<file path="src/sv/cpr_pkg.sv">
// ---------------------------------------------------------------------------
// cpr_pkg
// Shared types, constants and helper functions for the carpet pixel renderer.
// ---------------------------------------------------------------------------
package cpr_pkg;

   localparam int PANEL_SIDE   = 16;
   localparam int MAX_PANELS   = 4;
   localparam int PALETTE_MAX  = 256;
   localparam int DEPTH_MAX    = 6;
   localparam int SIDE_W       = $clog2(PANEL_SIDE);
   localparam int THIRD        = PANEL_SIDE / 3;
   localparam int HALF_SIDE    = PANEL_SIDE / 2;

   localparam int X_W          = 6;
   localparam int Y_W          = 4;
   localparam int LED_W        = 10;
   localparam int COLOR_W      = 8;
   localparam int DEPTH_W      = 3;
   localparam int ROTS_W       = 6;
   localparam int COUNT_W      = 3;
   localparam int PAL_W        = 9;
   localparam int CSR_ADDR_W   = 3;
   localparam int CSR_DATA_W   = 9;

   // modulo unit: dividend bits, bits retired per step, step count
   localparam int DIV_W        = 9;
   localparam int DIV_RADIX_W  = 3;
   localparam int DIV_STEPS    = DIV_W / DIV_RADIX_W;
   localparam int STEP_CNT_W   = $clog2(DIV_STEPS);

   localparam logic MODE_PIXEL = 1'b0;
   localparam logic MODE_TICK  = 1'b1;

   localparam logic [1:0] ROT_0   = 2'd0;
   localparam logic [1:0] ROT_90  = 2'd1;
   localparam logic [1:0] ROT_180 = 2'd2;
   localparam logic [1:0] ROT_270 = 2'd3;

   localparam logic [CSR_ADDR_W-1:0] REG_CARPET_DEPTH    = 3'd0;
   localparam logic [CSR_ADDR_W-1:0] REG_INVERT_PATTERN  = 3'd1;
   localparam logic [CSR_ADDR_W-1:0] REG_COLOR_SHIFT     = 3'd2;
   localparam logic [CSR_ADDR_W-1:0] REG_PANEL_REVERSE   = 3'd3;
   localparam logic [CSR_ADDR_W-1:0] REG_PANEL_ROTATIONS = 3'd4;
   localparam logic [CSR_ADDR_W-1:0] REG_PANEL_COUNT     = 3'd5;
   localparam logic [CSR_ADDR_W-1:0] REG_PALETTE_SIZE    = 3'd6;

   typedef struct packed {
      logic [DEPTH_W-1:0] carpet_depth;
      logic               invert_pattern;
      logic [COLOR_W-1:0] color_shift;
      logic               panel_reverse;
      logic [ROTS_W-1:0]  panel_rotations;
      logic [COUNT_W-1:0] panel_count;
      logic [PAL_W-1:0]   palette_size;
   } cfg_type;

   localparam cfg_type CFG_RESET = '{
      carpet_depth:    3'd4,
      invert_pattern:  1'b0,
      color_shift:     8'd2,
      panel_reverse:   1'b0,
      panel_rotations: 6'd0,
      panel_count:     3'd1,
      palette_size:    9'd0
   };

   typedef struct packed {
      logic load;
      logic tick;
      logic step;
      logic emit;
   } cmd_type;

   function automatic logic [SIDE_W-1:0] mod_third(input logic [SIDE_W-1:0] v);
      logic [SIDE_W-1:0] r;
      r = v;
      for (int i = 0; i < 3; i++) begin
         if (r >= SIDE_W'(THIRD)) r = r - SIDE_W'(THIRD);
      end
      return r;
   endfunction

   // two effective levels: span 16 -> third 5 -> third 1, then span too small
   function automatic logic is_hole(input logic [SIDE_W-1:0] x,
                                    input logic [SIDE_W-1:0] y,
                                    input logic [DEPTH_W-1:0] depth);
      logic l1;
      logic l2;
      l1 = (x >= SIDE_W'(THIRD)) && (x < SIDE_W'(2 * THIRD)) &&
           (y >= SIDE_W'(THIRD)) && (y < SIDE_W'(2 * THIRD));
      l2 = (depth >= DEPTH_W'(2)) && (mod_third(x) == SIDE_W'(1)) &&
           (mod_third(y) == SIDE_W'(1));
      return l1 || l2;
   endfunction

   // restoring remainder, DIV_RADIX_W dividend bits per call
   function automatic logic [DIV_W-1:0] rem_step(input logic [DIV_W-1:0]       rem,
                                                 input logic [DIV_RADIX_W-1:0] bits,
                                                 input logic [PAL_W-1:0]       dvs);
      logic [DIV_W:0]   t;
      logic [DIV_W-1:0] r;
      r = rem;
      for (int i = DIV_RADIX_W - 1; i >= 0; i--) begin
         t = {r, bits[i]};
         if (t >= {1'b0, dvs}) t = t - {1'b0, dvs};
         r = t[DIV_W-1:0];
      end
      return r;
   endfunction

endpackage

</file>
<file path="src/sv/cpr_regs.sv">
// ---------------------------------------------------------------------------
// cpr_regs
// Configuration register file, written one word per handshake.
// ---------------------------------------------------------------------------
module cpr_regs import cpr_pkg::*; (
   input  logic                  clock,
   input  logic                  reset,
   input  logic                  wr_valid,
   output logic                  wr_ready,
   input  logic [CSR_ADDR_W-1:0] wr_index,
   input  logic [CSR_DATA_W-1:0] wr_data,
   output cfg_type               cfg
);

   cfg_type cfg_ff;
   cfg_type cfg_in;

   assign wr_ready = 1'b1;
   assign cfg      = cfg_ff;

   always_comb begin
      cfg_in = cfg_ff;
      if (wr_valid) begin
         case (wr_index)
            REG_CARPET_DEPTH:    cfg_in.carpet_depth    = wr_data[DEPTH_W-1:0];
            REG_INVERT_PATTERN:  cfg_in.invert_pattern  = wr_data[0];
            REG_COLOR_SHIFT:     cfg_in.color_shift     = wr_data[COLOR_W-1:0];
            REG_PANEL_REVERSE:   cfg_in.panel_reverse   = wr_data[0];
            REG_PANEL_ROTATIONS: cfg_in.panel_rotations = wr_data[ROTS_W-1:0];
            REG_PANEL_COUNT:     cfg_in.panel_count     = wr_data[COUNT_W-1:0];
            REG_PALETTE_SIZE:    cfg_in.palette_size    = wr_data[PAL_W-1:0];
            default:             cfg_in = cfg_ff;
         endcase
      end
   end

   always_ff @(posedge clock) begin
      if (reset) begin
         cfg_ff <= CFG_RESET;
      end else begin
         cfg_ff <= cfg_in;
      end
   end

endmodule

</file>
<file path="config.mk">
export PLATFORM = sky130hd
export DESIGN_NAME = cpr_regs
export DESIGN_NICKNAME = d
export VERILOG_FILES = /design/src/sv/cpr_pkg.sv /design/src/sv/cpr_regs.sv
export SDC_FILE = /design/constraint.sdc
export NUM_CORES = 1
export LEC_CHECK = 0
export ABC_AREA = 1
export BUFFER_PORTS_ARGS = -buffer_cell sky130_fd_sc_hd__clkbuf_2
export CAP_MARGIN = 20
export CORE_ASPECT_RATIO = 1.25
export CORE_MARGIN = 5
export CORE_UTILIZATION = 50
export CTS_BUF_LIST = sky130_fd_sc_hd__clkbuf_16
export CTS_CLUSTER_SIZE = 10
export DETAILED_ROUTE_END_ITERATION = 8
export HOLD_SLACK_MARGIN = 0.06
export PLACE_DENSITY = 0.91
export SLEW_MARGIN = 20
export SYNTH_ARGS = -nofsm -noshare
export SYNTH_HDL_FRONTEND = slang
export SYNTH_SLANG_ARGS = --single-unit
export TNS_END_PERCENT = 10
</file>
<file path="constraint.sdc">
create_clock -name clock -period 1.75 [get_ports clock]
set_clock_uncertainty 0.05 [all_clocks]
set_input_delay 0.175 -clock clock [delete_from_list [all_inputs] [get_ports clock]]
set_output_delay 0.175 -clock clock [all_outputs]
set_load 0.03 [all_outputs]
</file>
# [After elaboration in Yosys (flattened, before gate mapping)]
# Index checks and enable logic that the tools add are counted.
[word_totals] memories=0 ramBits=0 out_inout_bits=32 reg_bits=31 romBits=0 latchBits=0 word_cells=21 input_bits=15
[op_classes] order_cmp=0 muxes=0 reduce_logical=8 multipliers=0 n_shift=0 div_mod_pow=0 add_sub_neg=0 n_eq_ne=6 n_bitwise=0
[op_table] cell="$reduce_and A2 Y1" n=7
[op_table] cell="$eq A3 B3 Y1 const B" n=3
[op_table] cell="$eq A3 B2 Y1 const B" n=2
[op_table] cell="$eq A3 B1 Y1 const B" n=1
[op_table] cell="$logic_not A3 Y1" n=1

# [Depth between registers and ports, before layout]
# Gate-level depths: netlist (run 1).
[depth] word_depth=2 depth_mapped=6 mapped_depth_nobuf=5

# [Least setup slack after synthesis (run 1)]
# OpenSTA, ideal clock, no wires.
[synth_path] path_kind="input -> register" from="in wr_valid" to="reg cfg_ff, in the netlist cfg[30]" setup_time_ns=0.130 stages=6 required_ns=1.570 path_buffers=1 path_slack_ns=0.830 arrival_ns=0.741 path_cell_list="inv_1 -> nor2_2 -> buf_2 -> nand2_1 -> nand2_1 -> nand3_1"
[synth_between] elab_chain_cells=1
[synth_lines] element="start, declared" line_no="cpr_regs.sv:8" source="input logic wr_valid,"
[synth_lines] element="$reduce_and A2 Y1 (no source line)"
[synth_lines] element="end signal, assigned" line_no="cpr_regs.sv:41" source="cfg_ff <= cfg_in;"
[synth_lines] element="end, declared" line_no="cpr_regs.sv:15" source="cfg_type cfg_ff;"
# No other way between the ends.
# A chain may end at the register's enable or synchronous reset.

# [Worst setup path in the final report (run 1)]
[layout_path] from="reg cfg_ff, in the netlist cfg[22]" to="out cfg[22] (netlist bit)"
[layout_rtl] element="end, declared" line_no="cpr_regs.sv:12" source="output cfg_type cfg"
# No word-level cell between the ends.

==> results of run 1 <==
==> cell type report <==
class                           instances  area [sq um]  share of cell area [%]
Multi-Input combinational cell        139           584                    34.9
Tap cell                               33          41.3                    2.46
Timing Repair Buffer                   46           233                    13.9
Clock inverter                          3          11.3                   0.672
Inverter                               16          60.1                    3.58
Clock buffer                            5           125                    7.47
Sequential cell                        31           621                    37.0
==> cells in the final DEF (no fill, tap or decap) <==
cell type and count:
sky130_fd_sc_hd__conb_1 1, sky130_fd_sc_hd__o21ai_0 1, sky130_fd_sc_hd__dfxtp_1 31, sky130_fd_sc_hd__nand2_1 41, sky130_fd_sc_hd__inv_2 2, sky130_fd_sc_hd__a21oi_1 2, sky130_fd_sc_hd__buf_4 1, sky130_fd_sc_hd__clkinv_1 2
sky130_fd_sc_hd__nor2_2 2, sky130_fd_sc_hd__clkbuf_16 5, sky130_fd_sc_hd__clkbuf_2 45, sky130_fd_sc_hd__nand3_1 31, sky130_fd_sc_hd__nor2_4 2, sky130_fd_sc_hd__inv_1 15, sky130_fd_sc_hd__nor2_1 59
==> layer usage <==
metal,wire length [um],vias to the layer above
met5,0,-
met2,1430,60
met3,274,11
met4,98,0
met1,1170,551
li1,-,682
==> path summary, 6_finish.rpt <==
| check | from | end | cells after the start |
|---|---|---|---|
| setup reg to reg | cfg[27] | cfg[27] | 2 |
| setup / recovery | cfg[22] | cfg[22] | 1 |
| hold reg to reg | cfg[6] | cfg[6] | 2 |
| hold / removal | wr_data[1] | cfg[20] | 3 |
==> where the power goes <==
group	internal (mW)	switching, mW
sequential	0.733	0.0120
combinational	0.0621	0.151
clock	0.509	0.274
==> cells by family (layout without fill, tap and decap cells) <==
family	count (synthesis)	count (layout)
AO/OA/AOI/OAI	3	3
buffers and inverters	23	70
flip-flops	31	31
other	1	1
AND/OR/NAND/NOR	135	135
==> synthesized netlist by cell type <==
| cell | n | share of area [%] |
|---|---|---|
| sky130_fd_sc_hd__nor2_4 | 2 | 1.7 |
| sky130_fd_sc_hd__dfxtp_1 | 31 | 48 |
| sky130_fd_sc_hd__buf_1 | 1 | 0.29 |
| sky130_fd_sc_hd__inv_1 | 14 | 4.0 |
| sky130_fd_sc_hd__nor2_1 | 59 | 17 |
| sky130_fd_sc_hd__nand3_1 | 31 | 12 |
| sky130_fd_sc_hd__nor2_2 | 2 | 0.96 |
| sky130_fd_sc_hd__clkbuf_1 | 2 | 0.58 |
| sky130_fd_sc_hd__o21ai_0 | 1 | 0.38 |
| sky130_fd_sc_hd__inv_2 | 2 | 0.58 |
| sky130_fd_sc_hd__a21oi_1 | 2 | 0.77 |
| sky130_fd_sc_hd__nand2_1 | 41 | 12 |
| sky130_fd_sc_hd__buf_4 | 3 | 1.7 |
| sky130_fd_sc_hd__buf_2 | 1 | 0.38 |
| sky130_fd_sc_hd__conb_1 | 1 | 0.29 |
==> results.md, run 1 <==
Status:
- The run finished with clean final reports.

Worst setup path:
- The required time at the endpoint of the critical path is 1520 ps.
- The worst setup path is launched from a register.
- The worst setup path is captured at an output port.
- The worst endpoint data arrival time is 850 ps.
- The worst register-to-register path has a setup slack of 1120 ps.
- The worst setup path is of the register to output port kind.
- The largest single stage delay on the critical path is 350 ps.
- Walking the worst path, the cells encountered are clkbuf_2.
- The slowest library cell on the worst path is sky130_fd_sc_hd__dfxtp_1.
- Grouping stages by cell kind, the critical path spends the most delay in flip-flops.
- The buffering stage count on the worst path with inverters included is 1.
- In this run the worst path has a maximum fanout of 2.

Drt:
- The total length of routed wires is 2970 um.
- For this block, the initial DRC count from the detailed router was 33.
- After detailed routing, the average wire length per cell comes to 10.9 um.
- The ratio of routed vias to standard cells is 4.78.
- For this run, the detailed router's first-pass iteration total came to 4.
- The total number of vias is 1304.
- The DRC violation count after routing is 0.
- The remaining antenna violation count after routing is 0.

Pwr:
- Power comes to 1.74 mW.
- For this design the ratio of total power to cell area is 1040 nW/um^2.
- The worst-case IR drop observed on VDD is 0.000622 V.
- Summed over all cells, the static leakage comes to 0.854 nW.

Clocking:
- The tree is rooted in a sky130_fd_sc_hd__clkbuf_16.
- Once the clock tree was built, the resizer swapped 0 gates to a different size.
- Hold repair after CTS inserted 0 buffers.
- The TritonCTS clock tree is built.
- The TritonCTS sink count is 31.
- The number of setup buffers added after CTS is 0.
- Clock-pin slew was measured on the worst setup and hold paths at 50 ps.
- The total CTS buffers is 5.
- Clock latency on the worst-skew pair, taken at its later pin, is 270 ps.
- The depth of the CTS H-tree is 2.
- The largest buffer count on any clock path is 2.

Floorplanning:
- The die extent in x is 55.7 um.
- The core region is 2480 sq um.
- The overall die height is 67.1 um.
- The number of rows created at floorplan is 20.
- For this configuration, the core starts out at a cell density of 52.6%.
- The area enclosed by the die boundary is 3730 sq um.
- The top-level I/O count is 47.

Synthesis:
- Yosys printed 0 warnings.
- Each instance of the synthesized netlist takes up on average 6.76 sq um.
- Counting every instance in the synthesized netlist gives 193.
- The dominant combinational cell family by area after synthesis is simple AND/OR/NAND/NOR gates.
- The number of flip-flops and latches in the synthesized netlist is 31.
- The netlist area before placement is 1300 sq um.
- Summing the areas of all compound-gate instances in the mapped netlist gives 1.15% of the synthesized area.
- For this run, the register share of the synthesized area comes to 47.6%.
- Of the total synthesized cell area, the portion taken by XOR and XNOR cells is 0%.
- The number of library cell types mapped by synthesis is 15.
- The fraction of synthesized area in multiplexers is 0%.
- The number of nets produced by synthesis is 208.
- Summing the areas of all and, or, nand and nor instances in the mapped netlist gives 43.4% of the synthesized area.
- The adder-cell share of the synthesized area is 0%.

Timing:
- Based on the critical path, the design can be clocked at up to 934 MHz.
- The ratio of final minimum period to clock period is 61.2%.
- The hold slack is 83.8 ps.
- Setup slack closes at 679 ps.
- After routing, the total negative slack on setup checks comes to 0 ps.
- The total count of max-transition violations in the final report is 0.
- The tightest slew margin relative to the limit is 62.7%.
- After layout, the minimum clock period comes to 1070 ps.
- The final number of hold-violating endpoints is 0.
- For the pin with the worst max-slew slack, the measured transition is 559 ps.
- Setup repair after global routing left no endpoint under its margin.
- Setup violations remaining at the end of the flow were counted as 0.

Layout:
- At the end of the flow the core is filled with cells to 67.6%.
- The number of flip-flops in the largest register is 31.
- The filler cell count in the final layout is 229.
- The final antenna diode count is 0.
- Relative to the synthesized area, the layout overhead comes to 28.5%.
- The final non-filler cell total is 273.
- In the final layout, the share of cells above drive strength 1 is 23.8%.
- The post-layout net count is 254.
- The cell area after layout is 1680 sq um.

Global routing:
- Global routing used 30.5% of the available met2 tracks.
- The number of antenna violations at the first check in global routing came to 0.
- Global routing consumed, on the met3 layer, 4.26% of the routing resources.
- The largest net degree at the start of global routing is 32.
- The global-route wire length before repair is 5180 um.
- After global routing, the most crowded layer is met2.
- The number of global-route vias before repair came to 1265.
- The overall track demand over capacity in global routing is 18.1%.
- For this run, global-route usage on met1 was measured as 18.9%.
- Global routing finished with a remaining overflow of 0.

Run:
- The tool flagged a number of max-cap violations equal to 0.

Place:
- The HPWL after detailed placement is 2220 um.
- Once placement completed, the tool counted placed cells totaling 265.
- The congestion estimate from routability-driven global placement came to 0.781.
- At the placement stage, the worst setup path has a slack of 555 ps.
- The number of buffer cells added on primary ports is 45.
- Once placement finished, the instance area stood at 1540 sq um.

Worst hold path:
- The path class of the tightest hold or removal check is input port to register.
Note: power is estimated with default switching activity, not from simulation.
==> run 2: changes to the inputs <==
--- a/config.mk
+++ b/config.mk
@@ -10,12 +10,12 @@
 export CAP_MARGIN = 20
 export CORE_ASPECT_RATIO = 1.25
 export CORE_MARGIN = 5
-export CORE_UTILIZATION = 50
+export CORE_UTILIZATION = 48
 export CTS_BUF_LIST = sky130_fd_sc_hd__clkbuf_16
 export CTS_CLUSTER_SIZE = 10
 export DETAILED_ROUTE_END_ITERATION = 8
 export HOLD_SLACK_MARGIN = 0.06
-export PLACE_DENSITY = 0.91
+export PLACE_DENSITY = 0.89
 export SLEW_MARGIN = 20
 export SYNTH_ARGS = -nofsm -noshare
 export SYNTH_HDL_FRONTEND = slang
==> constraint.sdc (replaced) <==
create_clock -name clock -period 1.05 [get_ports clock]
set_clock_uncertainty 0.05 [all_clocks]
set_input_delay 0.105 -clock clock [delete_from_list [all_inputs] [get_ports clock]]
set_output_delay 0.105 -clock clock [all_outputs]
set_load 0.03 [all_outputs]
==> run 2 against run 1 <==
Global-route usage grew 0.093 points. Final area grew 5.7%. Count of clock-buffer cells in the layout is the same. Critical path depth is the same. Power grew 69%. Worst setup slack lost 630 ps. Die area grew 3.5%. Worst hold slack gained 12 ps.
==> results.md, run 2 (synthesis results as in run 1) <==
Status:
- The flow ran to the end, and the final reports show no timing, DRC or antenna violations.

Clocking:
- TritonCTS built the clock tree.
- Counting along the longest clock path gives a buffer depth of 2.
- Clock latency on the worst-skew pair, taken at its later pin, is 270 ps.
- Clock-pin slew was measured on the worst setup and hold paths at 50 ps.
- The H-tree was split into 2 levels.
- The library cell used as clock root buffer is sky130_fd_sc_hd__clkbuf_16.
- The TritonCTS sink count is 31.
- Clock tree synthesis inserted a total of 5 buffers.

Timing:
- The ratio of final minimum period to clock period is 94.9%.
- The fmax is 1000 MHz.
- Setup repair after global routing left no endpoint under its margin.
- The final number of hold-violating endpoints is 0.
- In the final timing run, aggregate negative setup slack is 0 ps.
- The total count of max-transition violations in the final report is 0.
- The setup slack of the critical path after layout is 53.9 ps.
- The final count of negative-setup-slack endpoints is 0.
- The final period demand of the worst path is 996 ps.

Worst setup path:
- STA classifies the critical path startpoint as a register.
- The peak per-stage delay on the critical path is 350 ps.
- The worst setup path is captured at an output port.
- STA puts the critical path data arrival time at 840 ps.
- The required time at the endpoint of the critical path is 890 ps.
- In this run the critical register-to-register path is captured at cfg[16].
- The slack of the worst reg-to-reg path is 410 ps.
- The startpoint identified for the worst register-to-register timing path is cfg[16].
- The number of buffers and inverters on the critical path is 1.
- In this run the worst path has a maximum fanout of 2.
- The number of cells on the worst reg-to-reg path is 2.
- The category of the most critical setup path is register to output port.
- The slowest library cell on the worst path is sky130_fd_sc_hd__dfxtp_1.
- Walking the worst path, the cells encountered are clkbuf_2.
- In this design, the largest share of critical-path delay is due to flip-flops.

Worst hold path:
- Along the worst hold path, the cell count comes to 5.
- The worst hold path endpoint is cfg[8].
- The worst hold path startpoint is wr_data[8].
- The worst hold path class is input port to register.

Pwr:
- In this run the power density over the cells is 1670 nW/um^2.
- IR analysis of the VDD net gives a maximum drop of 0.00109 V.
- The static leakage is 0.903 nW.

Drt:
- Dividing the detail-routed wire length by the instance count gives 11.1 um.
- In this run, the number of DRC markers left after iteration 0 of detailed routing was 24.
- The total length of routed wires is 3120 um.
- After detailed routing, the number of remaining DRC violations is 0.
- The first detailed-routing pass took 5 iterations.
- The count of nets left with antenna violations once routing finished came out at 0.
- The ratio of routed vias to standard cells is 4.78.
- The total number of vias is 1347.

Place:
- Once placement finished, the instance area stood at 1600 sq um.
- At the placement stage, the worst setup path has a slack of -48.1 ps.
- The number of buffer cells added on primary ports is 45.
- The final weighted congestion of routability-driven global placement is 0.811.
- Once detailed placement completed, the half-perimeter wirelength came to 2310 um.

Layout:
- The cell area after layout is 1770 sq um.
- Leaving out fill and tap cells, the most frequent cell in the layout is sky130_fd_sc_hd__nor2_1.
- The final layout contains 262 nets.
- The final antenna diode count is 0.
- Compared with the post-synthesis result, the final layout area differs by 35.8%.
- The number of flip-flops in the largest register is 31.
- Of the cells placed in the final design, the portion with a size suffix greater than 1 is 26.6%.
- The top cell types in the final layout, fill and taps aside, are 59 x sky130_fd_sc_hd__nor2_1, 45 x sky130_fd_sc_hd__clkbuf_2, 41 x sky130_fd_sc_hd__nand2_1.

Global routing:
- Entering global routing, the biggest net connects 32 pins.
- For this run the aggregate overflow at the end of global routing stands at 0.
- The number of antenna violations at the first check in global routing is 0.
- The number of global-route vias before repair is 1245.
- The first global-routing pass estimated 5280 um of wire.
- The overall track demand over capacity in global routing is 18.2%.

Floorplanning:
- 47 I/O pins were placed.
- The floorplan step defined a die boundary enclosing 3870 sq um.
- Once the floorplan was initialized, standard cells occupied 49.1% of the core.
- Measured along the x axis, the die boundary spans 56.6 um.
- The overall die height is 68.3 um.
- The number of rows created at floorplan is 21.
- The core box area is 2650 sq um.

Run:
- Across the run, the number of max-cap violations was 0.
==> run 2: final cells by class <==
class	instances	area, sq um
inverters	16	60.1
clock inverters	3	12.5
multi-input cells	139	584
clock buffers	5	125
well taps	34	42.5
fillers	250	883
flip-flops and latches	31	621
repair buffers	54	325
==> run 2: through the flow <==
step	hold slack (ps)	total power, mW	instances	util (%)
after global placement	280	1.64	271	60.4
after CTS	96.8	2.98	282	66.7
after detailed placement	291	1.65	271	60.4
final	95.8	2.95	282	66.7
after floorplan	168	1.52	193	-
after global routing	109	3.08	282	66.7
==> run 2: where the power goes <==
part           total, mW  leakage [nW]  switching, mW  internal, mW
registers           1.24         0.252         0.0204          1.22
clock network       1.31        0.0762          0.462         0.852
logic              0.393         0.575          0.260         0.133
total               2.95         0.903          0.743          2.21
==> run 2: what timing repair did <==
| item | 4_1_cts | 5_1_grt |
|---|---|---|
| setup endpoints to repair | 0 | 11 |
| gates resized for setup | 0 | 3 |
| buffers inserted | 0 | 0 |
| hold buffers | 3 | 0 |
| hold endpoints to repair | 3 | 0 |
==> run 2: worst max path at each step <==
stage | from | to | slack (ps) | cells after the start
after floorplan | wr_valid | cfg[30] | 200 | 6
after global placement | wr_index[0] | cfg[4] | 30 | 6
after detailed placement | wr_index[0] | cfg[0] | -50 | 6
after CTS | wr_data[0] | cfg[12] | 40 | 6
after global routing | wr_data[0] | cfg[0] | 30 | 6
final | cfg[14] | cfg[14] | 50 | 1
==> run 2: metal layers <==
metal / vias to the layer above / part of all wire (%) / track usage [%]
met4: 0 / 3.2 / 12.8
met5: - / 0 / 0
met2: 48 / 48 / 29.9
li1: 701 / - / -
met1: 588 / 40 / 18.8
met3: 10 / 8.8 / 7.74
==> run 3: changes to the inputs <==
==> constraint.sdc (replaced) <==
create_clock -name clock -period 1.05 [get_ports clock]
set_clock_uncertainty 0.05 [all_clocks]
set_input_delay 0.315 -clock clock [delete_from_list [all_inputs] [get_ports clock]]
set_output_delay 0.315 -clock clock [all_outputs]
set_load 0.03 [all_outputs]
==> run 3 against run 2 <==
The flow now finishes with violations (setup timing). Via count increased by 7.4%. Combinational power increased by 26%. Sequential power about the same. Core utilization increased by 13 points. Register-to-register slack got worse by 200 ps. Power increased by 3.8%. Final area increased by 20%. Worst hold slack improved by 130 ps. Global-route usage increased by 3.2 points.
==> results.md, run 3 (synthesis results as in run 1) <==
Worst setup path:
- The path length in cells of the critical path is 1.
- The end point of the critical path is cfg[6].
- The worst setup path is launched from a register.
- The number of cells on the worst reg-to-reg path is 3.
- Data on the critical path is required at its endpoint by 680 ps.
- The critical path in this run is classified as register to output port.
- In this run the critical register-to-register path is launched from cfg[13].
- The slowest library cell on the worst path is sky130_fd_sc_hd__dfxtp_2.
- The peak per-stage delay on the critical path is 360 ps.
- The largest driver fanout on the critical path is 2.
- The worst register-to-register path ends at cfg[13].
- Setup slack on the worst reg-to-reg path comes out at 210 ps.
- The kind of capture point of the worst setup path is an output port.
- The critical path goes through buf_8.
- The worst endpoint data arrival time is 750 ps.
- Broken down by cell family, the worst path's largest delay share belongs to flip-flops.
- The beginning of the critical path is cfg[6].
- The buffering stage count on the worst path with inverters included is 1.

Timing:
- The ratio of final minimum period to clock period is 107%.
- The total count of max-transition violations in the final report is 0.
- Timing would allow up to 894 MHz.
- The worst path in the final design needs a cycle of 1120 ps, including I/O delays and setup.
- The final number of hold-violating endpoints came to 0.
- The setup slack of the critical path after layout is -68.8 ps.
- Setup violations remaining at the end of the flow were counted as 31.
- Setup repair after global routing could not meet its margin everywhere.

Layout:
- The final non-filler cell total is 279.
- The most frequent standard cell in the layout excluding fill and tap cells is sky130_fd_sc_hd__nor2_1.
- The register with the most flip-flops in the layout has 31 of them.
- The share of final-layout standard cells stronger than drive strength 1 is 40.0%.
- The layout has 162 filler cells.
- The post-layout net count is 261.
- The repair_antennas step left the layout with diodes totalling 0.
- In the layout the commonest cells are 58 x sky130_fd_sc_hd__nor2_1, 39 x sky130_fd_sc_hd__nand2_1, 31 x sky130_fd_sc_hd__nand3_1, 31 x sky130_fd_sc_hd__dfxtp_2, 31 x sky130_fd_sc_hd__buf_8.
- The signed area change from the synthesized netlist to the final layout is 62.4%.

Place:
- During placement, the flow inserted port buffers numbering 45.
- The cell count after placement is 271.
- Routability-driven placement finished with a final weighted congestion of 0.805.
- At the placement stage, the worst setup path has a slack of -225 ps.
- The half-perimeter wire length after placement is 2290 um.

Pwr:
- The relative contribution of the clock network to total power is 42.3%.
- The proportion of power drawn by flip-flops and latches is 41.5%.
- The static leakage is 0.988 nW.
- Net switching is 25.6% of the power.
- The power per unit of standard cell area is 1450 nW/um^2.
- The internal portion of the total power is 2.28 mW.
- For this design the total switching power over the nets is 0.784 mW.
- The combinational fraction of design power is 16.2%.
- The peak supply drop is 0.00130 V.

Drt:
- Signal routing reaches up to met4.
- The wire length per cell after detailed routing is 14.8 um.
- The DRC violation count after routing is 0.
- The DRC marker count from the first detailed-route iteration is 77.
- The total length of routed wires is 4140 um.
- Wire segments on met2 add up to 2210 um in the final route.
- Across all layers, the routed design uses 1447 vias.
- The remaining antenna violation count after routing is 0.
- The total routed wire length on the met1 layer is 1520 um.
- The detailed-router iteration count before antenna repair is 4.
- Wire segments on met3 add up to 241 um in the final route.
- Dividing the detail-routed via count by the number of cells gives 5.19.

Clocking:
- The tree is rooted in a sky130_fd_sc_hd__clkbuf_16.
- The post-CTS clock slew at the launch and capture registers of the worst setup and hold paths is 50 ps.
- The total CTS buffers is 5.
- The clock passes through at most 2 buffers.
- The depth of the CTS H-tree is 2.
- TritonCTS built the clock tree.
- The clock latency reported for the late side of the worst-skew pair is 270 ps.
- The TritonCTS sink count is 31.

Floorplanning:
- The die is 68.3 um tall.
- In this run the count of I/O pins placed on the die edge is 47.
- The floorplan has 21 rows.
- For this configuration, the core starts out at a cell density of 49.1%.
- The die covers 3870 sq um.
- The core box area is 2650 sq um.
- In this run the horizontal extent of the chip is 56.6 um.

Status:
- The final reports fail on setup timing.
- The flow ran to the end, but the final reports show violations.

Global routing:
- The number of global-route vias before repair was 1470.
- The global-route wire length before repair is 6270 um.
- The number of antenna violations at the first check in global routing was 0.
- The total overflow left after global routing is 0.
- The largest net degree at the start of global routing is 32.
- Global routing consumed, over all layers together, 21.4% of the routing resources.

Worst hold path:
- The path class of the tightest hold or removal check is input port to register.

Run:
- The number of max-cap violations is 0.
run 3: changes by cell type in the layout (fill, tap and decap cells not counted), sizes merged:
cell	previous run	this run
inv	18	16
buf	6	38
clkbuf	50	19
dlygate4sd3	3	0
nor2	63	64
run 3: routing by layer:
metal	GRT usage, %	vias up
met3	6.79	20
met5	0	-
met4	12.8	0
met2	40.3	68
li1	-	698
met1	20.4	661
run 3: repair_timing:
action	4_1_cts	5_1_grt
resized for setup	93	39
endpoints found under the setup margin	31	46
pin swaps	0	1
setup buffers	1	0
hold buffers	0	0
gates cloned	0	1
run 3: layout make-up:
cell class                      count  area [sq um]  area share (%)
Clock buffer                        5           125            5.91
Clock inverter                      1          3.75           0.177
Inverter                           16          65.1            3.07
Multi-Input combinational cell    140           608            28.7
Sequential cell                    31           659            31.1
Tap cell                           34          42.5            2.01
Timing Repair Buffer               52           613            29.0
run 3: power by group through the flow:
stage / logic, mW / clock network (mW) / registers (mW)
after floorplan: 0.175 / 0 / 1.34
after global placement: 0.378 / 0 / 1.26
after detailed placement: 0.384 / 0 / 1.27
after CTS: 0.449 / 1.29 / 1.26
after global routing: 0.532 / 1.36 / 1.27
final: 0.495 / 1.30 / 1.27
run 3: worst min path at each step:
| stage | depth (start not counted) | end | slack (ps) | from |
|---|---|---|---|---|
| 6_report | 3 | cfg[30] | 220 | wr_data[2] |
| 4_1_cts | 3 | cfg[30] | 210 | wr_data[2] |
| 3_3_place_gp | 2 | cfg[20] | 410 | cfg[20] |
| 2_1_floorplan | 2 | cfg[20] | 380 | wr_data[1] |
| 3_5_place_dp | 2 | cfg[20] | 410 | cfg[20] |
| 5_1_grt | 3 | cfg[30] | 230 | wr_data[2] |
run 3: stage by stage:
stage | instance area, sq um | total power, mW | setup TNS [ps] | util, % | hold slack, ps
2_1_floorplan | 1310 | 1.52 | 0 | - | 378
3_5_place_dp | 1600 | 1.65 | -4600 | 60.4 | 407
6_report | 2120 | 3.06 | -1550 | 79.8 | 224
4_1_cts | 2050 | 3.00 | -2120 | 77.2 | 214
5_1_grt | 2120 | 3.17 | -2260 | 79.8 | 229
3_3_place_gp | 1600 | 1.64 | -3670 | 60.4 | 406
